<file path="src/hdl/rsdz_isqrt.sv">
// ----------------------------------------------------------------------------
// rsdz_isqrt
// Pipelined integer square root of a 32-bit value, one result bit per stage.
// ----------------------------------------------------------------------------
module rsdz_isqrt #(
  parameter int SW = 1
) (
  input  logic          clk,
  input  logic          rst_n,
  input  logic          in_valid,
  input  logic [31:0]   in_rad,
  input  logic [SW-1:0] in_side,
  output logic          out_valid,
  output logic [15:0]   out_root,
  output logic [SW-1:0] out_side
);

  localparam int NS = 16;

  logic          val_r  [NS];
  logic [31:0]   rad_r  [NS];
  logic [16:0]   rem_r  [NS];
  logic [15:0]   root_r [NS];
  logic [SW-1:0] side_r [NS];

  for (genvar k = 0; k < NS; k++) begin : g_stage
    logic          pv;
    logic [31:0]   prad;
    logic [16:0]   prem;
    logic [15:0]   proot;
    logic [SW-1:0] pside;
    logic [18:0]   cur;
    logic [18:0]   trial;
    logic [16:0]   rem_nxt;
    logic [15:0]   root_nxt;

    // Previous stage, or the pipeline input for the first one.
    if (k == 0) begin : g_first
      assign pv    = in_valid;
      assign prad  = in_rad;
      assign prem  = '0;
      assign proot = '0;
      assign pside = in_side;
    end else begin : g_next
      assign pv    = val_r[k-1];
      assign prad  = rad_r[k-1];
      assign prem  = rem_r[k-1];
      assign proot = root_r[k-1];
      assign pside = side_r[k-1];
    end

    // Bring down the next two radicand bits and try the next root bit.
    always_comb begin
      cur   = {prem, prad[31-2*k -: 2]};
      trial = {1'b0, proot, 2'b01};
      if (cur >= trial) begin
        rem_nxt  = 17'(cur - trial);
        root_nxt = {proot[14:0], 1'b1};
      end else begin
        rem_nxt  = cur[16:0];
        root_nxt = {proot[14:0], 1'b0};
      end
    end

    always_ff @(posedge clk) begin
      if (!rst_n) begin
        val_r[k] <= 1'b0;
      end else begin
        val_r[k] <= pv;
      end
      rad_r[k]  <= prad;
      rem_r[k]  <= rem_nxt;
      root_r[k] <= root_nxt;
      side_r[k] <= pside;
    end
  end

  assign out_valid = val_r[NS-1];
  assign out_root  = root_r[NS-1];
  assign out_side  = side_r[NS-1];

endmodule

</file>
<file path="config.mk">
export PLATFORM = sky130hd
export DESIGN_NAME = rsdz_isqrt
export DESIGN_NICKNAME = d
export VERILOG_FILES = /design/src/hdl/rsdz_isqrt.sv
export SDC_FILE = /design/constraint.sdc
export NUM_CORES = 1
export LEC_CHECK = 0
export CAP_MARGIN = 5
export CELL_PAD_IN_SITES_DETAIL_PLACEMENT = 2
export CELL_PAD_IN_SITES_GLOBAL_PLACEMENT = 2
export CORE_MARGIN = 2
export CORE_UTILIZATION = 38
export CTS_CLUSTER_DIAMETER = 30
export DETAILED_ROUTE_END_ITERATION = 10
export DONT_BUFFER_PORTS = 1
export PLACE_DENSITY_LB_ADDON = 0.1
export SYNTH_ARGS = -nofsm -noshare
export SYNTH_HDL_FRONTEND = slang
export SYNTH_SLANG_ARGS = --single-unit
</file>
<file path="constraint.sdc">
create_clock -name clk -period 2.5 [get_ports clk]
set_input_delay 0.125 -clock clk [delete_from_list [all_inputs] [get_ports clk]]
set_output_delay 0.125 -clock clk [all_outputs]
set_load 0.02 [all_outputs]
</file>
Yosys cells after proc, flatten, opt, wreduce, memory -nomap -nowiden:

Memories as Yosys holds them, arrays and structs flattened.
Cells that the tools add are included.

* memory bits (writable): 1072
* word-level logic and storage cells: 103
* memories kept: 5
* register bits: 0
* output and inout bits: 18
* bits of input ports: 36

Memories
* rad_r: words 16, bits a word 32, read ports 15, clocked after memory_dff 0, write ports 16, line 21 `logic [31:0] rad_r [NS];`
* rem_r: words 16, bits a word 17, read ports 15, clocked after memory_dff 0, write ports 16, line 22 `logic [16:0] rem_r [NS];`
* root_r: words 16, bits a word 16, read ports 16, clocked after memory_dff 0, write ports 16, line 23 `logic [15:0] root_r [NS];`
* side_r: words 16, bits a word 1, read ports 16, clocked after memory_dff 0, write ports 16, line 24 `logic [SW-1:0] side_r [NS];`
* val_r: words 16, bits a word 1, read ports 16, clocked after memory_dff 0, write ports 16, line 20 `logic val_r [NS];`

* bitwise gates (word level): 16
* mux-type cells: 50
* magnitude comparators: 16
* add/sub/neg operators: 16

Operators with widths (count)
* 19-bit by 18-bit greater-or-equal comparator with 1-bit output: 15
* 17-bit 2-to-1 mux: 16
* 17-bit subtractor: 15
* 1-bit 2-to-1 mux: 34
* 1-bit OR: 16
* 2-bit by 1-bit subtractor with 3-bit output (second input constant): 1
* 2-bit by 1-bit greater-or-equal comparator with 1-bit output (second input constant): 1

Logic depth before layout (Yosys ltp):

Gate-level depths: netlist of the first run.
An unclocked memory read counts as a cell.

* depth after elaboration: 3
* depth in mapped cells: 12
* depth with buffers taken out: 10

Least setup slack after synthesis of the first run:

OpenSTA, ideal clock, no wires.

* kind: register -> register
* from: memory root_r[13][9], in the netlist root_r[1][89]
* to: memory rem_r[14][9], in the netlist rem_r[1][111]
* path buffers: 2
* setup time: 121 ps
* slack: 24 ps
* arrival: 2355 ps
* clock period less this slack: 2476 ps
* cell stages (with the launch flop): 12
* required time: 2379 ps
* cells stage by stage: dfxtp_1 inv_1 ha_1 buf_2 a211oi_1 nor2_1 or2_2 a21oi_1 o31ai_2 a21oi_4 buf_6 mux2_2

RTL lines (line)
* start: declaration: 23
* end: declaration: 22

==> summary.md, run 1 <==
| Metric | Value |
|---|---|
| Core area | 59240 um^2 |
| Yosys top cell area share | 56.40% |
| Reg2Reg Setup Slack | -0.14 ns |
| Pwr Density | 1309 nW/um^2 |
| Worst-skew pair later-pin latency | 0.73 ns |
| IO buf count | 0 |
| Drt first pass iters | 4 |
| Non-Filler Instances | 3401 |
| Hold Path End | val_r[0][0] |
| Final WS setup | -0.1443 ns |
| Clock sinks | 645 |
| Startpoint Class | flip-flop |
| Peak supply drop | 912.7 uV |
| Die Wd | 249.5 um |
| Routed vias | 17.20k |
| Area of the multi-input gates | 9983 um^2 |
| Syn Inst Count | 2184 |
| Die area | 62230 um^2 |
| Unrepaired setup endpoints after global routing | yes |
| Path depth of the worst reg2reg path | 9 |
| First-pass GRT wire length | 111600 um |
| Max FO, Critical Path | 12 |
| Fillers | 5712 |
| Fin crit share | 105.8% |
| Ratio of cells with drive above 1 in the final layout | 23.14% |
| Nets@finish | 2703 |
| Synthesis warning total | 0 |
| Initial Util | 38.65% |
| Critical path arrival | 3.24 ns |
| Drt first-iter violations | 596 |
| Final instance area | 31500 um^2 |
| Area grow syn2layout | 37.58% |
| Average wire per standard cell | 23.42 um |
| Slew HR | 49.75% |
| Max cap viols | 0 |
| Initial antenna violation count | 3 |
| Hold Path Class | input port to flip-flop |
| Placed Area | 24790 um^2 |
| Root Driver | clkbuf_16 |
| Mean Syn Cell Area | 10.48 um^2 |
| Global Route Usage Sum | 22.82% |
| WS Path Type | flip-flop to flip-flop |
| FP Rows | 89 |
| Vias in the first global route | 19.83k |
| DRC violations left | 0 |
| Hold_sp | in_valid |
| Critical path's slowest cell | nor4_1 |
| Failing checks | negative setup slack |
| Fin Setup TNS | -2.567 ns |
| Main flop type after synthesis | dfxtp_1 |
| Status | finished with violations |
| Fin Hold WS | 0.06598 ns |
| Maximum clock frequency | 378.2 MHz |
| Vias per cell | 5.057 |
| Htree depth | 4 |
| Maximum root-to-sink buffer count | 3 |
| Final HPWL DP | 41000 um |
| Routability cong. | 0.8287 |
| Pre-CTS setup slack | -0.3661 ns |
| Largest net degree at the start of global routing | 21 |
| CTS tree | built |
| Asr flop ratio synth | 0% |
| Final WL | 79640 um |
| Final hold violations | 0 |
| Mapped cell area | 22900 um^2 |
| Cell Chain, Critical Path | inv_1 > ha_1 > nand4_1 > o211ai_4 > nor4_1 > nand2_1 > buf_4 > nor2_1 > a21oi_1 |
| Worst-margin pin slew | 0.7469 ns |
| Overflow after GRT | 0 |
| Number of I/O pins | 54 |
| Worst r2r src | root_r[0][33] |
| RR Endpoint | rem_r[0][53] |
| Register Area | 12940 um^2 |
| CTS Buf Count | 135 |
| Die extent in y | 249.5 um |
| CP required | 3.09 ns |
| Max Slew Vio Count | 0 |
| Placed Instances | 3065 |
| Reg clk slew, reported paths | 0.05 ns |
| Final Setup Violations | 30 |
| Syn Nets | 2372 |
| Worst Skew | 0.04364 ns |
| Hold-critical path depth | 2 |
| Post-synthesis cell type count | 82 |
| Post-synth EDFFs | 0 |
| Leakage | 0.01447 uW |
| Fin crit period | 2.644 ns |
| Post-route ant nets | 0 |
| Synth area leader | dfxtp_1 |
| Register area share after synthesis | 56.40% |
| Synth Register Bits | 645 |
| Crit path capture type | flip-flop |
| CP max stage delay | 0.61 ns |
| Leading post-synthesis cells by cell area | dfxtp_1 (56%), ha_1 (8.3%), xnor2_1 (3.1%) |
==> power by group <==
| group | internal, uW | leakage [uW] | switching, uW |
|---|---|---|---|
| registers | 12100 | 0.00539 | 1650 |
| clock network | 12700 | 0.00241 | 6820 |
| logic | 3690 | 0.00667 | 4200 |
==> cell type report <==
type | instances | area share, %
Tap cell | 773 | 3.071
Antenna cell | 1 | 0.007944
Clock buffer | 151 | 11.20
Clock inverter | 98 | 4.604
Inverter | 185 | 2.205
Timing Repair Buffer | 226 | 6.149
Multi-Input combinational cell | 1322 | 31.69
Sequential cell | 645 | 41.07
==> layer usage <==
layer	global-route usage (%)	vias up	part of all wire, %
li1	-	8152	-
met1	25.10	8607	40
met2	42.23	290	54
met3	5.413	150	3.2
met4	8.830	0	2.8
met5	0	-	0
==> registers in the layout, indices dropped and copies added (netlist names) <==
| register | count |
|---|---|
| rem_r | 237 |
| val_r | 16 |
| root_r | 136 |
| side_r | 16 |
| rad_r | 240 |
==> logic make-up after synthesis <==
kind of cell,count (synthesis),share of synthesized area (%)
multiplexers,49,2.372
AO/OA/AOI/OAI,394,10.78
buffers and inverters,218,3.705
AND/OR/NAND/NOR,567,12.38
XOR/XNOR,158,6.044
flip-flops,645,56.40
other,1,0.01638
adder cells (fa/ha/maj),152,8.306
==> what timing repair did <==
item                                    in CTS  in global routing
setup buffers                                4                 14
hold endpoints to repair                    50                  0
endpoints found under the setup margin      74                117
resized for setup                           47                146
pin swaps                                    7                 37
cloned                                       1                  1
hold buffers                                67                  0
==> metrics by stage <==
| step | util, % | power, uW |
|---|---|---|
| 2_1_floorplan | - | 17490 |
| 5_1_grt | 53.17 | 42990 |
| 3_5_place_dp | 41.84 | 20030 |
| 3_3_place_gp | 41.84 | 19690 |
| 4_1_cts | 51.79 | 40140 |
| 6_report | 53.17 | 41220 |
==> cells in the final DEF, fill, tap and decap left out, types with 21 or more instances in the layout <==
cell type and count:
dlygate4sd3_1 67, dfxtp_1 626, ha_1 127, o21ai_0 71
xnor2_1 79, inv_1 176, nor2b_1 24, nor3_1 49
nand2b_1 22, nor2_1 167, nand4_1 21, and2_1 24
nand3_1 31, xor2_1 76, clkbuf_16 136, buf_4 149
bufinv_16 22, mux2_2 35, clkinv_2 23, o21a_1 30
a21oi_1 125, nand2_1 103, a21o_1 29, or3_1 24
==> critical path, delay by kind of cell, from the launching register on <==
family,cells,cell delay (ns)
simple gates,4,1.25
flops,1,0.39
fa+ha+maj,1,0.34
buf+inv,2,0.32
compound gates,2,0.22
==> worst max path at each step <==
stage / startpoint / cells after the start / endpoint
final: root_r[0][33] / 9 / rem_r[0][53]
after global routing: root_r[1][82] / 11 / rem_r[1][108]
after global placement: root_r[1][76] / 8 / rem_r[1][88]
after CTS: root_r[1][80] / 11 / rem_r[1][116]
after floorplan: root_r[1][89] / 11 / rem_r[1][111]
after detailed placement: root_r[1][81] / 9 / rem_r[1][108]
==> synthesized netlist by cell type, types with 3 or more instances <==
cell / number
a211oi_1: 20
a21bo_2: 3
a21boi_0: 3
a21o_1: 29
a21oi_1: 135
a221oi_1: 3
a31oi_1: 7
and2_1: 26
and3_1: 6
buf_2: 11
clkbuf_1: 18
dfxtp_1: 645
ha_1: 152
inv_1: 183
mux2_2: 37
mux2i_1: 10
nand2_1: 103
nand2b_1: 24
nand3_1: 33
nand3b_1: 5
nand4_1: 21
nor2_1: 173
nor2b_1: 27
nor3_1: 61
nor3_2: 3
nor3b_1: 3
nor4_1: 26
o2111ai_1: 3
o211ai_1: 9
o21a_1: 31
o21ai_0: 89
o21ai_1: 6
o21bai_1: 8
o311ai_0: 4
o31a_1: 3
o31ai_1: 11
or2_2: 8
or3_1: 25
or4_1: 7
xnor2_1: 81
xor2_1: 77
(Power assumes the default switching activity.)
==> run 2: changes to the inputs <==
CTS_BUF_LIST = sky130_fd_sc_hd__clkbuf_16   (was default)
==> summary.md, run 2 (synthesized netlist as in run 1, its figures left out) <==
| Metric | Value |
|---|---|
| Status | finished with violations |
| Failing checks | negative setup slack |
| Area grow syn2layout | 38.12% |
| Largest register by flop count | rad_r |
| Non-Filler Instances | 3408 (+0.21%) |
| Ratio of cells with drive above 1 in the final layout | 23.61% (+0.46 points) |
| First-pass GRT wire length | 113600 um (+1.7%) |
| Max FO, Critical Path | 6 (-6) |
| CTS Buf Count | 135 (unchanged) |
| Area of the multi-input gates | 10130 um^2 (+1.5%) |
| Final hold violations | 0 (unchanged) |
| Routability cong. | 0.8287 (unchanged) |
| CP max stage delay | 0.37 ns (-0.24 ns) |
| Worst Skew | 0.02923 ns (-0.01441 ns) |
| Post-route ant nets | 0 (unchanged) |
| Routed vias | 17.24k (+0.21%) |
| Worst Setup SP | root_r[1][68] |
| Final Setup Violations | 42 (+40%) |
| Slew HR | 58.79% (+9.0 points) |
| Total power draw | 41060 uW (-0.38%) |
| Drt first-iter violations | 581 (-2.5%) |
| Root Driver | clkbuf_16 |
| Most common cell after layout, fill and taps aside | dfxtp_1 |
| Core area | 59240 um^2 (unchanged) |
| CTS tree | built |
| Hold_sp | in_valid |
| Fillers | 5699 (-0.23%) |
| DRC violations left | 0 (unchanged) |
| Antenna cells | 0 (-1) |
| Largest net degree at the start of global routing | 21 (unchanged) |
| Fin Hold WS | 0.07794 ns (+0.01196 ns) |
| CP required | 3.10 ns (about the same) |
| Worst-margin pin slew | 0.6117 ns (-0.1352 ns) |
| Clock sinks | 645 (unchanged) |
| Initial Util | 38.65% (unchanged) |
| Critical path's slowest cell | dfxtp_1 |
| Fin Setup TNS | -1.657 ns (+0.9094 ns) |
| Nets@finish | 2711 (+0.30%) |
| Peak supply drop | 1171 uV (+28%) |
| Drt first pass iters | 6 (+2) |
| Maximum root-to-sink buffer count | 3 (unchanged) |
| Max cap viols | 0 (unchanged) |
| Largest register FFs | 240 (unchanged) |
| FP Rows | 89 (unchanged) |
| Average wire per standard cell | 23.23 um (-0.79%) |
| Startpoint Class | flip-flop |
| Placed Instances | 3065 (unchanged) |
| Crit path buffers/inverters | 2 (unchanged) |
| Vias in the first global route | 19.81k (-0.11%) |
| Die extent in y | 249.5 um (unchanged) |
| Worst r2r src | root_r[1][68] |
| Met2 usage | 43.52% (+1.3 points) |
| Worst-skew pair later-pin latency | 0.71 ns (-0.02 ns) |
| Vias per cell | 5.057 (about the same) |
| Maximum clock frequency | 384.5 MHz (+1.7%) |
| Final HPWL DP | 41000 um (unchanged) |
| Reg clk slew, reported paths | 0.06 ns (about the same) |
| Most frequent cells in the layout | dfxtp_1 (626), inv_1 (185), nor2_1 (165), buf_4 (157), clkbuf_16 (136) |
| Cell Chain, Critical Path | inv_1 > ha_1 > o21a_1 > o311a_1 > o22ai_2 > a21bo_4 > nand4_4 > buf_6 > nor2_1 > a21oi_2 |
| Fin crit share | 104.0% (-1.7 points) |
| Overflow after GRT | 0 (unchanged) |
| Initial antenna violation count | 2 (-1) |
| Met3 Use GR | 4.714% (-0.70 points) |
| Pwr Density | 1299 nW/um^2 (-0.77%) |
| Leakage | 0.01450 uW (+0.21%) |
| Most used routing layer | met2 |
| Number of I/O pins | 54 (unchanged) |
| Global Route Usage Sum | 23.24% (+0.42 points) |
| Hold Path Class | input port to flip-flop |
| Worst path top cell family by delay | compound AO/OA/AOI/OAI gates |
| Final WL | 79170 um (-0.59%) |
| Met1 usage | 26.06% (+0.97 points) |
| Max Slew Vio Count | 0 (unchanged) |
| Htree depth | 4 (unchanged) |
| Die area | 62230 um^2 (unchanged) |
| WS Path Type | flip-flop to flip-flop |
| Die Wd | 249.5 um (unchanged) |
| Register Area | 12940 um^2 (unchanged) |
| Crit path capture type | flip-flop |
| Final WS setup | -0.1008 ns (+0.04349 ns) |
| Biggest regs | rad_r (240), rem_r (237), root_r (136) |
| Critical path arrival | 3.20 ns (-0.04 ns) |
| Fin crit period | 2.601 ns (-0.04349 ns) |
| IO buf count | 0 (unchanged) |
## run 2: final cells by class
cell class / count / share of cell area [%]
Sequential cell: 645 / 40.91
Multi-Input combinational cell: 1322 / 32.04
Clock buffer: 135 / 10.68
Timing Repair Buffer: 234 / 6.342
Clock inverter: 114 / 4.775
Tap cell: 773 / 3.058
Inverter: 185 / 2.196
## run 2: metal layers
metal / vias up / part of all wire [%] / wire length, um
li1: 8164 / - / -
met1: 8578 / 40 / 31510
met2: 308 / 54 / 42630
met3: 185 / 3.1 / 2442
met4: 0 / 3.3 / 2583
met5: - / 0 / 0
## run 2: report_power, final
part / switching [uW] / total, uW / internal [uW]
clock network: 6730 / 19200 / 12400
registers: 1650 / 13800 / 12100
logic: 4310 / 8120 / 3820
total: 12700 / 41100 / 28400
## run 2: path summary, 6_finish.rpt
path | endpoint | slack (ns) | cells after the start
setup reg to reg | rem_r[1][86] | -0.10 | 10
setup / recovery | rem_r[1][86] | -0.10 | 10
hold / removal | val_r[0][0] | 0.08 | 2
hold reg to reg | rad_r[0][170] | 0.31 | 0
## run 2: stage by stage
stage          utilization (%)  instance area (um^2)  worst slack (ns)
2_1_floorplan                -                 22900           0.02392
3_3_place_gp             41.84                 24790           -0.2499
3_5_place_dp             41.84                 24790           -0.3661
4_1_cts                  51.77                 30670         0.0008240
5_1_grt                  53.38                 31620           -0.2102
6_report                 53.38                 31620           -0.1008
## run 2: what timing repair did
| item | 4_1_cts | 5_1_grt |
|---|---|---|
| cloned | 1 | 1 |
| resized for setup | 55 | 164 |
| endpoints found under the setup margin | 86 | 138 |
| hold buffers | 67 | 0 |
| hold endpoints to repair | 50 | 0 |
| pin swaps | 8 | 44 |
| buffers inserted | 6 | 19 |
