[src/hdl/rsdz_div.sv]
// ----------------------------------------------------------------------------
// rsdz_div
// Pipelined restoring divider, one quotient bit per stage. The starting
// remainder must be below the divisor; the low dividend bits shift in.
// ----------------------------------------------------------------------------
module rsdz_div #(
  parameter int QB = 16,
  parameter int DW = 16,
  parameter int SW = 1
) (
  input  logic          clk,
  input  logic          rst_n,
  input  logic          in_valid,
  input  logic [DW-1:0] in_rem,
  input  logic [QB-1:0] in_low,
  input  logic [DW-1:0] in_div,
  input  logic [SW-1:0] in_side,
  output logic          out_valid,
  output logic [QB-1:0] out_quo,
  output logic [SW-1:0] out_side
);

  logic          val_r  [QB];
  logic [DW-1:0] rem_r  [QB];
  logic [QB-1:0] low_r  [QB];
  logic [DW-1:0] div_r  [QB];
  logic [QB-1:0] quo_r  [QB];
  logic [SW-1:0] side_r [QB];

  for (genvar k = 0; k < QB; k++) begin : g_stage
    logic          pv;
    logic [DW-1:0] prem;
    logic [QB-1:0] plow;
    logic [DW-1:0] pdiv;
    logic [QB-1:0] pquo;
    logic [SW-1:0] pside;
    logic [DW:0]   cur;
    logic [DW-1:0] rem_nxt;
    logic [QB-1:0] quo_nxt;

    if (k == 0) begin : g_first
      assign pv    = in_valid;
      assign prem  = in_rem;
      assign plow  = in_low;
      assign pdiv  = in_div;
      assign pquo  = '0;
      assign pside = in_side;
    end else begin : g_next
      assign pv    = val_r[k-1];
      assign prem  = rem_r[k-1];
      assign plow  = low_r[k-1];
      assign pdiv  = div_r[k-1];
      assign pquo  = quo_r[k-1];
      assign pside = side_r[k-1];
    end

    // Shift in one dividend bit and subtract the divisor where it fits.
    always_comb begin
      cur     = {prem, plow[QB-1-k]};
      quo_nxt = pquo;
      if (cur >= {1'b0, pdiv}) begin
        rem_nxt          = DW'(cur - {1'b0, pdiv});
        quo_nxt[QB-1-k]  = 1'b1;
      end else begin
        rem_nxt          = cur[DW-1:0];
      end
    end

    always_ff @(posedge clk) begin
      if (!rst_n) begin
        val_r[k] <= 1'b0;
      end else begin
        val_r[k] <= pv;
      end
      rem_r[k]  <= rem_nxt;
      low_r[k]  <= plow;
      div_r[k]  <= pdiv;
      quo_r[k]  <= quo_nxt;
      side_r[k] <= pside;
    end
  end

  assign out_valid = val_r[QB-1];
  assign out_quo   = quo_r[QB-1];
  assign out_side  = side_r[QB-1];

endmodule

[config.mk]
export PLATFORM = sky130hd
export DESIGN_NAME = rsdz_div
export DESIGN_NICKNAME = d
export VERILOG_FILES = /design/src/hdl/rsdz_div.sv
export SDC_FILE = /design/constraint.sdc
export NUM_CORES = 1
export LEC_CHECK = 0
export BUFFER_PORTS_ARGS = -buffer_cell sky130_fd_sc_hd__buf_2
export CAP_MARGIN = 10
export CORE_MARGIN = 2
export CORE_UTILIZATION = 45
export CTS_CLUSTER_DIAMETER = 150
export DETAILED_ROUTE_END_ITERATION = 16
export PLACE_DENSITY = 0.71
export RECOVER_POWER = 100
export REMOVE_ABC_BUFFERS = 1
export SLEW_MARGIN = 40
export SYNTH_ARGS = -nofsm -noshare
export SYNTH_HDL_FRONTEND = slang
export SYNTH_SLANG_ARGS = --single-unit
export TNS_END_PERCENT = 20
[constraint.sdc]
create_clock -name clk -period 3.9 [get_ports clk]
set_clock_uncertainty 0.2 [all_clocks]
set_input_delay 0.195 -clock clk [delete_from_list [all_inputs] [get_ports clk]]
set_output_delay 0.195 -clock clk [all_outputs]
set_load 0.02 [all_outputs]
## Word level (Yosys, flattened, before mapping)

Memory sizes are Yosys's and may differ from the RTL's.
Index checks and enable logic that the tools add are counted.

- Word-level logic and storage cells: 104
- Output and inout port bits: 18
- Bits of input ports: 52
- Memories: 6
- Memory bits (writable): 1,056
- Register bits: 0

- Order comparisons: 16
- Bitwise logic cells: 16
- Add/sub/neg operators: 16
- Mux-type cells: 50

Memories:

| name | depth | width | rd ports | clocked after Yosys merged registers in | write ports | line | text |
|---|---|---|---|---|---|---|---|
| div_r | 16 | 16 | 15 | 0 | 16 | 26 | `logic [DW-1:0] div_r [QB];` |
| low_r | 16 | 16 | 15 | 0 | 16 | 25 | `logic [QB-1:0] low_r [QB];` |
| quo_r | 16 | 16 | 16 | 0 | 16 | 27 | `logic [QB-1:0] quo_r [QB];` |
| rem_r | 16 | 16 | 15 | 0 | 16 | 24 | `logic [DW-1:0] rem_r [QB];` |
| side_r | 16 | 1 | 16 | 0 | 16 | 28 | `logic [SW-1:0] side_r [QB];` |
| val_r | 16 | 1 | 16 | 0 | 16 | 23 | `logic val_r [QB];` |

Operator list:

| kind | number |
|---|---|
| $ge 17x16->1 | 16 |
| $mux 16 | 16 |
| $sub 16x16->16 | 16 |
| $mux 1 | 34 |
| $or 1x1->1 | 16 |

## Logic depth before layout (Yosys ltp)

Gate-level depths: netlist of the first run.
An unclocked memory read counts as a cell.

- Depth after elaboration: 3
- Mapped depth: 12

## Least setup slack after synthesis of the first run

No wires, ideal clock.

- Path type: flip-flop to flip-flop
- Start: memory div_r[3][1], in the netlist div_r[0][49]
- End: memory rem_r[4][11]
- Slack: 0.776 ns
- Data required time: 3.579 ns
- Buffers on the path: 1
- Arrival: 2.803 ns
- Cell stages (with the launch flop): 12
- Cell sequence: dfxtp_1 inv_1 ha_1 nor2b_1 o31a_1 or3_1 a21oi_2 o21ai_1 a221o_1 a31oi_4 buf_8 mux2_4

RTL lines:

| element | line |
|---|---|
| start: declaration | 26 |
| end: declaration | 24 |

==> results of run 1 <==
## critical path, delay by kind of cell
family          cells  cell delay, ps
compound gates      5            1690
buf+inv             4            1260
mux                 1             330
fa+ha+maj           1             290
simple gates        1             150
## metal layers
layer | vias to the layer above | track usage | share of wire
met3 | 125 | 0.0275 | 0.041
li1 | 10600 | - | -
met1 | 9228 | 0.199 | 0.45
met4 | 0 | 0.0800 | 0.039
met2 | 355 | 0.281 | 0.47
met5 | - | 0 | 0
## logic make-up after synthesis
logic type      share of synthesized area
compound gates                      0.143
flops                               0.507
xor+xnor                           0.0497
mux                                0.0464
buf+inv                            0.0459
simple gates                       0.0921
fa+ha+maj                           0.116
## worst paths after layout
check                              end  cells past startpoint
hold reg to reg   low_r[1][20]$_DFF_P_                      0
hold / removal    quo_r[0][15]$_DFF_P_                      2
setup / recovery  rem_r[0][12]$_DFF_P_                     12
setup reg to reg   rem_r[4][5]$_DFF_P_                     11
## cells in the final DEF (no fill, tap or decap), types with 51 or more instances in the layout
cell and n:
o21a_1 51, nor2_1 154, o21ai_0 176, a21o_1 75
inv_1 320, mux2_2 97, ha_1 256, clkbuf_16 79
xnor2_1 101, dfxtp_1 768, a21oi_1 186, clkbuf_1 65
xor2_1 71, dlygate4sd3_1 81, nand2_1 173
## stage by stage
step / utilization / setup WS, ps / hold slack (ps)
after floorplan: - / 524 / 22.7
after global placement: 0.475 / 540 / 98.0
after detailed placement: 0.475 / 525 / 98.6
after CTS: 0.527 / 191 / 0.0870
after global routing: 0.525 / 94.7 / 5.08
final: 0.525 / 286 / 2.32
## final cells by class
type	instances	area share
flip-flops and latches	768	0.437
multi-input cells	1824	0.385
clock buffers	107	0.0627
repair buffers	173	0.0352
inverters	321	0.0343
well taps	873	0.0311
clock inverters	30	0.0141
diodes	1	0.0000712
## synth_stat cells (51+ instances only)
cell | instances | area (µm²)
a21o_1 | 75 | 563
a21oi_1 | 185 | 926
dfxtp_1 | 768 | 15400
ha_1 | 256 | 3200
inv_1 | 320 | 1200
mux2_2 | 100 | 1130
nand2_1 | 173 | 649
nor2_1 | 154 | 578
o21a_1 | 51 | 383
o21ai_0 | 173 | 866
xnor2_1 | 101 | 885
xor2_1 | 71 | 622
## report_power, final
group | switching [mW] | internal, mW | total (mW) | leakage [nW]
sequential | 1.05 | 10.1 | 11.2 | 6.47
combinational | 6.87 | 6.06 | 12.9 | 8.17
clock | 3.01 | 4.65 | 7.66 | 1.31
total | 10.9 | 20.8 | 31.8 | 16.0
## sequential cells by signal, summed over array words and instances, names as in the netlist
name and count:
div_r 240, rem_r 240, quo_r 136, low_r 120, side_r 16, val_r 16
==> impl_metrics.yaml, run 1 <==
routing:
  vias: 20300
  drtIter0Drc: 954
  wl_per_cell_um: 13.7
  via_per_inst: 4.95
  drt_first_pass_iters: 6
  drt-total-wl_mm: 56.3
  ant_nets: 0
  drc: 0
worst_setup_path:
  critical-path-slowest-cell: "dlygate4sd3_1"
  crit_type: "input pin to flip-flop"
  worstSetupStartpointType: "input pin"
  arrival_ps: 3910
  crit_start: "in_div[1]"
  crit_chain: "dlygate4sd3_1 > buf_2 > inv_1 > ha_1 > nor2b_1 > o31a_1 > o31ai_1 > a31oi_1 > a211o_1 > o32a_2 > mux2_2 > dlygate4sd3_1"
  cp_max_fo: 18
  reg2reg_setup_slack_ps: 340
  path_common_cell: "dlygate4sd3_1"
  slowest_delay_ps: 560
  r2r_start: "div_r[0][49]$_DFF_P_"
  endpoint_kind: "flip-flop"
  cp.required_ps: 4200
timing:
  hold_violations: 0
  slew_violations: 0
  period_needed_ps: 3610
  rsz0062_at_grt: "false"
  fmax_mhz: 277
  tightest_slew_ps: 997
  fin_crit_sh: 0.927
  tns_ps: 0
  slew_headroom: 0.336
  setup-violations-final: 0
pwr:
  irDropWorstVdd_mv: 0.399
  powerDensity_nw_per_um2: 904
  power_mw: 31.8
  p_leak_nw: 16.0
cts:
  cts_resized: 0
  cts_tree: "built"
  insertion_delay_ps: 630
  postCtsSetupBuffers: 0
  ctsHoldBuffers: 81
  clk_pin_slew_ps: 60
  h-tree-depth: 3
  cts_root_buf: "clkbuf_16"
  cts_buffers: 78
  cts_buffer_depth: 3
  cts_sinks: 768
synth:
  synth_edf_count: 0
  syn_area_per_cell_um2: 10.3
  synth_seq_area_share: 0.507
  ys_seq_elements: 768
  yosys_warnings: 0
  synthArstFlopShare: 0
  ys.flop_type: "dfxtp_1"
  netlist_area_um2: 30300
  synth_cells: 2955
  ys_types: 83
finish:
  seq_area_um2: 15400
  fin_cells: 4097
  num-fill-cells: 5891
  final_nets: 3489
  stdcell_area_um2: 35100
  drive_gt1_frac: 0.0900
  area_delta_synth_final_pct: 15.9
  multi_input_area_um2: 13500
global_routing:
  track_usage: 0.164
  overflow: 0
  grt_pass1_wl_mm: 94.4
  grt_pass1_vias: 20000
  antenna_found_initial: 0
  grt_max_degree: 31
floorplan:
  dieArea_um2: 69500
  io_pins: 70
  die_h_um: 264
  row_count: 95
  design.core.area_um2: 66900
  die_w_um: 264
  start_util: 0.453
worst_hold_path:
  hp-class: "input pin to flip-flop"
  worstHoldStart: "in_rem[15]"
job:
  cap_violations: 0
place:
  io_buffers: 69
  gp_congestion: 0.874
  dp_hpwl_mm: 41.7
  dpl.cell_count: 3878
  place_area_um2: 31800
run_status:
  status: "complete, no violations"
Note: power is estimated with default switching activity, not from simulation.
==> inputs of run 2 (changes only) <==
Settings changed: ABC_AREA set to 1, PLACE_DENSITY 0.71 to 0.7, SLEW_MARGIN 40 to 20.
==> run 2 against run 1 <==
Sequential share of layout area fell by 6.3 points. Total power increased by 10%. Critical endpoint is now rem_r[0][2]$_DFF_P_. Global-route usage increased by 5.3 points. Largest cell class is now multi-input gates. Core utilization shrank 1.3 points.
==> impl_metrics.yaml, run 2 <==
pwr:
  p_leak_nw: 23.2
  powerDensity_nw_per_um2: 853
  irDropWorstVdd_mv: 0.373
synth:
  yosys.area.top_type: "dfxtp_1"
  syn_area_per_cell_um2: 7.20
  synth_area_leaders: "dfxtp_1, nand2_1, inv_1"
  synth_common_cells: "nand2_1, inv_1, dfxtp_1, nand3_1, ha_1"
  ys_types: 42
  netlist_area_um2: 36300
  ys.flop_type: "dfxtp_1"
  synth_edf_count: 0
  yosys_warnings: 0
  synth_cells: 5039
  yosys.cell_count.top_type: "nand2_1"
  synthArstFlopShare: 0
  synth_top_cell_area_share: 0.424
  ys_seq_elements: 768
  synth_seq_area_share: 0.424
floorplan:
  start_util: 0.452
  die_h_um: 288
  die_w_um: 288
  design.core.area_um2: 80200
  io_pins: 70
  row_count: 104
  dieArea_um2: 82900
cts:
  clk_pin_slew_ps: 70
  cts_root_buf: "clkbuf_16"
  cts_buffer_depth: 3
  cts_sinks: 768
  cts_tree: "built"
  insertion_delay_ps: 650
  h-tree-depth: 3
  cts_buffers: 84
global_routing:
  grt_pass1_wl_mm: 145
  antenna_found_initial: 2
  grt_pass1_vias: 28400
  overflow: 0
  grt_max_degree: 21
  track_usage: 0.217
worst_setup_path:
  reg2reg_setup_slack_ps: 620
  worstSetupStartpointType: "input pin"
  cp.required_ps: 4230
  endpoint_kind: "flip-flop"
  arrival_ps: 3620
  crit_start: "in_div[11]"
  reg2regPathDepth: 11
  crit_type: "input pin to flip-flop"
  regToRegEndpoint: "rem_r[1][13]$_DFF_P_"
  r2r_start: "div_r[0][9]$_DFF_P_"
  cp_max_fo: 17
  worstSetupEndpoint: "rem_r[0][2]$_DFF_P_"
routing:
  drc: 0
  drtIter0Drc: 1947
  via_per_inst: 4.78
  ant_nets: 0
  drt_first_pass_iters: 6
  drt-total-wl_mm: 89.4
  vias: 30300
  wl_per_cell_um: 14.1
worst_hold_path:
  worstHoldStart: "in_div[13]"
  hp-class: "input pin to flip-flop"
timing:
  slew_headroom: 0.0347
  hold_violations: 0
  rsz0062_at_grt: "false"
  tightest_slew_ps: 1440
  slew_violations: 0
  fin_crit_sh: 0.842
  setup-violations-final: 0
  tns_ps: 0
  fmax_mhz: 304
  period_needed_ps: 3280
finish:
  final_nets: 5543
  drive_gt1_frac: 0.0490
  area_delta_synth_final_pct: 13.3
  antennaDiodeCount: 0
  final_cell_mix: "nand2_1, inv_1, dfxtp_1"
  final_common_cell: "nand2_1"
  finalCoreUtilization: 0.512
  top_regs: "div_r x240, rem_r x240, quo_r x136"
place:
  dp_hpwl_mm: 68.9
  io_buffers: 69
  gp_congestion: 0.936
run_status:
  status: "complete, no violations"
job:
  cap_violations: 0
==> run 2: cell count changes after synthesis, moves of 37 or more <==
cell,delta
nand3_1,+362
mux2_2,-100
o21ai_0,-165
nor2_1,+37
o21a_1,-37
nand2_1,+1677
nand4_1,+46
a21o_1,-74
xnor2_1,-79
a21oi_1,-49
inv_1,+652
nor2b_1,-46
==> run 2: cells by family (layout without fill, tap and decap cells) <==
group                    count (synthesis)  after routing  share of synthesized area
XOR/XNOR                                91             91                     0.0220
AO/OA/AOI/OAI                          173            173                     0.0257
buffers and inverters                 1039           1290                      0.114
flip-flops                             768            768                      0.424
adder cells (fa/ha/maj)                271            271                     0.0966
AND/OR/NAND/NOR                       2697           2697                      0.318
==> run 2: area by class of cell <==
type	instances	area (µm²)
tap	1060	1330
clock buffer	108	2350
inverter	981	3680
timing repair buffer	153	1140
clock inverter	48	571
fill	7927	39100
sequential	768	15400
multi-input combinational	3232	16600
==> run 2: metal layers <==
layer | track usage | wire length (µm) | vias to the layer above
met4 | 0.0760 | 2610 | 2
met3 | 0.0293 | 5100 | 182
met5 | 0 | 11 | -
li1 | - | - | 15700
met2 | 0.351 | 39900 | 825
met1 | 0.296 | 41700 | 13600
==> run 2: metrics by stage <==
step,setup WS (ps),cells,cell area [µm²],hold slack (ps),total power [mW]
after floorplan,1890,4981,35800,22.7,22.7
after global placement,1280,6110,37500,100,26.5
after detailed placement,1300,6110,37500,99.3,26.7
after CTS,849,6350,41300,0.944,35.2
after global routing,349,6350,41100,5.24,38.1
final,615,6350,41100,22.4,35.0
==> run 2: worst max-delay path, cell delays in order <==
cell and delay (ps):
dlygate4sd3_1 530, clkbuf_1 290, inv_1 80, ha_1 350, nand2_1 130, inv_1 60
nand2_1 80, nor2_1 70, nand3_1 70, nand2_1 80, nor2_4 400, nand2_1 510
nand2_1 170, nand2_1 60, dlygate4sd3_1 540
==> run 2: worst min path at each step <==
stage,to,slack [ps],cells after the start
after floorplan,div_r[0][0]$_DFF_P_,20,0
after global placement,low_r[0][0]$_DFF_P_,100,1
after detailed placement,low_r[0][2]$_DFF_P_,100,1
after CTS,rem_r[0][14]$_DFF_P_,0.9,7
after global routing,div_r[0][13]$_DFF_P_,5,2
final,div_r[0][13]$_DFF_P_,20,2
==> run 2: power breakdown <==
group	leakage (nW)	internal, mW	switching (mW)	total (mW)
Sequential	6.47	10.1	1.23	11.3
Clock	1.43	4.92	3.32	8.24
Combinational	15.3	5.34	10.2	15.5
Total	23.2	20.3	14.7	35.0
==> run 2: timing repair <==
item                                   CTS  global route
setup buffers                            0             0
resized for setup                        0             0
hold buffers                            84             0
endpoints found under the hold margin   64             0
==> inputs of run 3 (changes only) <==
Settings changed: PLACE_DENSITY 0.7 to 0.73.
Clock period 3.9 ns to 2.7 ns, I/O delays scaled along.
==> run 3 against run 2 <==
Clock power increased by 48%. Sequential cell count stayed put. Sequential share of layout area is 0.36 points lower. First-iteration DRC count up 20%. Worst setup slack worse by 530 ps. Sequential power increased by 44%. Worst hold slack better by 89 ps. Wire length down 0.42%. Cell area grew 0.96%. Register-to-register slack lost 440 ps. Count of clock-buffer cells in the layout is 3 higher. Largest power group unchanged. Critical path depth fell by 2.
==> impl_metrics.yaml, run 3 (synthesis results as in run 2) <==
place:
  gp_congestion: 0.941
  io_buffers: 69
  dp_hpwl_mm: 69.2
  dpl.cell_count: 6131
  place_area_um2: 37600
finish:
  top_regs: "div_r x240, rem_r x240, quo_r x136"
  finalCoreUtilization: 0.517
  final_cell_mix: "nand2_1, inv_1, dfxtp_1"
  area_delta_synth_final_pct: 14.4
  num-fill-cells: 7771
  drive_gt1_frac: 0.0558
  final_nets: 5575
  final_common_cell: "nand2_1"
  fin_cells: 6380
  stdcell_area_um2: 41500
pwr:
  pwr-share-seq: 0.319
  p_int_mw: 29.9
  comb_power_share: 0.443
  powerDensity_nw_per_um2: 1230
  irDropWorstVdd_mv: 0.751
  clockPowerShare: 0.238
  p_leak_nw: 23.4
  p_sw_frac: 0.415
  switching_power_mw: 21.2
timing:
  fin_crit_sh: 0.970
  fmax_mhz: 382
  slew_violations: 0
  tightest_slew_ps: 665
  rsz0062_at_grt: "true"
  fin_hold_ws_ps: 111
  slew_headroom: 0.557
  setup-violations-final: 0
  hold_violations: 0
  period_needed_ps: 2620
global_routing:
  grt_pass1_vias: 28700
  grt_pass1_wl_mm: 145
  track_usage: 0.216
  antenna_found_initial: 4
  overflow: 0
  grt_max_degree: 21
cts:
  cts_root_buf: "clkbuf_16"
  cts_sinks: 768
  cts_buffers: 82
  h-tree-depth: 3
  cts_buffer_depth: 3
  clk_pin_slew_ps: 60
  cts_tree: "built"
  postCtsSetupBuffers: 0
  insertion_delay_ps: 640
job:
  cap_violations: 0
worst_hold_path:
  hp-class: "flip-flop to flip-flop"
  hold_depth: 0
worst_setup_path:
  arrival_ps: 2940
  worstSetupStartpointType: "input pin"
  reg2regPathDepth: 10
  endpoint_kind: "flip-flop"
  cp.required_ps: 3020
  crit_type: "input pin to flip-flop"
  cp_max_fo: 10
floorplan:
  dieArea_um2: 82900
  io_pins: 70
  design.core.area_um2: 80200
  die_w_um: 288
  row_count: 104
  start_util: 0.452
  die_h_um: 288
routing:
  drtIter0Drc: 2338
  vias: 30200
  wl_per_cell_um: 13.9
  via_per_inst: 4.74
  drt_first_pass_iters: 6
  drt-total-wl_mm: 89.0
  drc: 0
  ant_nets: 0
run_status:
  status: "complete, no violations"
[run 3: final timing paths]
path	startpoint	endpoint	slack [ps]
max	in_div[1]	rem_r[0][5]$_DFF_P_	80
min	quo_r[1][7]$_DFF_P_	quo_r[1][23]$_DFF_P_	110
max reg2reg	div_r[0][115]$_DFF_P_	rem_r[8][7]$_DFF_P_	180
min reg2reg	quo_r[1][7]$_DFF_P_	quo_r[1][23]$_DFF_P_	110
[run 3: repair_timing]
| action | 4_1_cts | 5_1_grt |
|---|---|---|
| endpoints found under the hold margin | 65 | 0 |
| setup endpoints to repair | 0 | 13 |
| gates resized for setup | 0 | 1 |
| hold buffers | 97 | 0 |
[run 3: power by group through the flow]
stage	clock network, mW	logic [mW]	registers, mW
3_3_place_gp	0	21.9	16.6
2_1_floorplan	0	17.0	15.9
5_1_grt	13.0	25.9	16.6
4_1_cts	12.5	22.5	16.4
6_report	12.2	22.6	16.3
3_5_place_dp	0	22.2	16.6
[run 3: critical path, stage by stage]
cell,delay [ps]
dlygate4sd3_1,550
clkbuf_1,210
inv_1,80
ha_1,320
nand2_1,70
nor2_1,140
nand3_1,140
nand3_2,120
nand2_2,170
buf_4,240
nand3_1,100
dlygate4sd3_1,570
nand2_1,80
[run 3: cell type report]
cell class                      instances  area [µm²]  share of cell area
Antenna cell                            1        2.50           0.0000603
Inverter                              981        3680              0.0888
Multi-Input combinational cell       3232       16700               0.402
Clock inverter                         40         613              0.0148
Tap cell                             1060        1330              0.0320
Clock buffer                          111        2370              0.0572
Sequential cell                       768       15400               0.371
Timing Repair Buffer                  187        1430              0.0345
[run 3: metal layers]
metal	track usage	routed length [µm]	vias to the layer above
met2	0.352	39800	731
met3	0.0329	4870	158
met1	0.295	42200	13500
met4	0.0637	2090	2
li1	-	-	15800
met5	0	13	-
[run 3: through the flow]
step,worst slack (ps),power [mW],setup TNS (ps)
2_1_floorplan,695,32.8,0
3_3_place_gp,287,38.5,0
3_5_place_dp,246,38.8,0
4_1_cts,213,51.3,0
5_1_grt,-12.7,55.5,-21.4
6_report,80.8,51.1,0
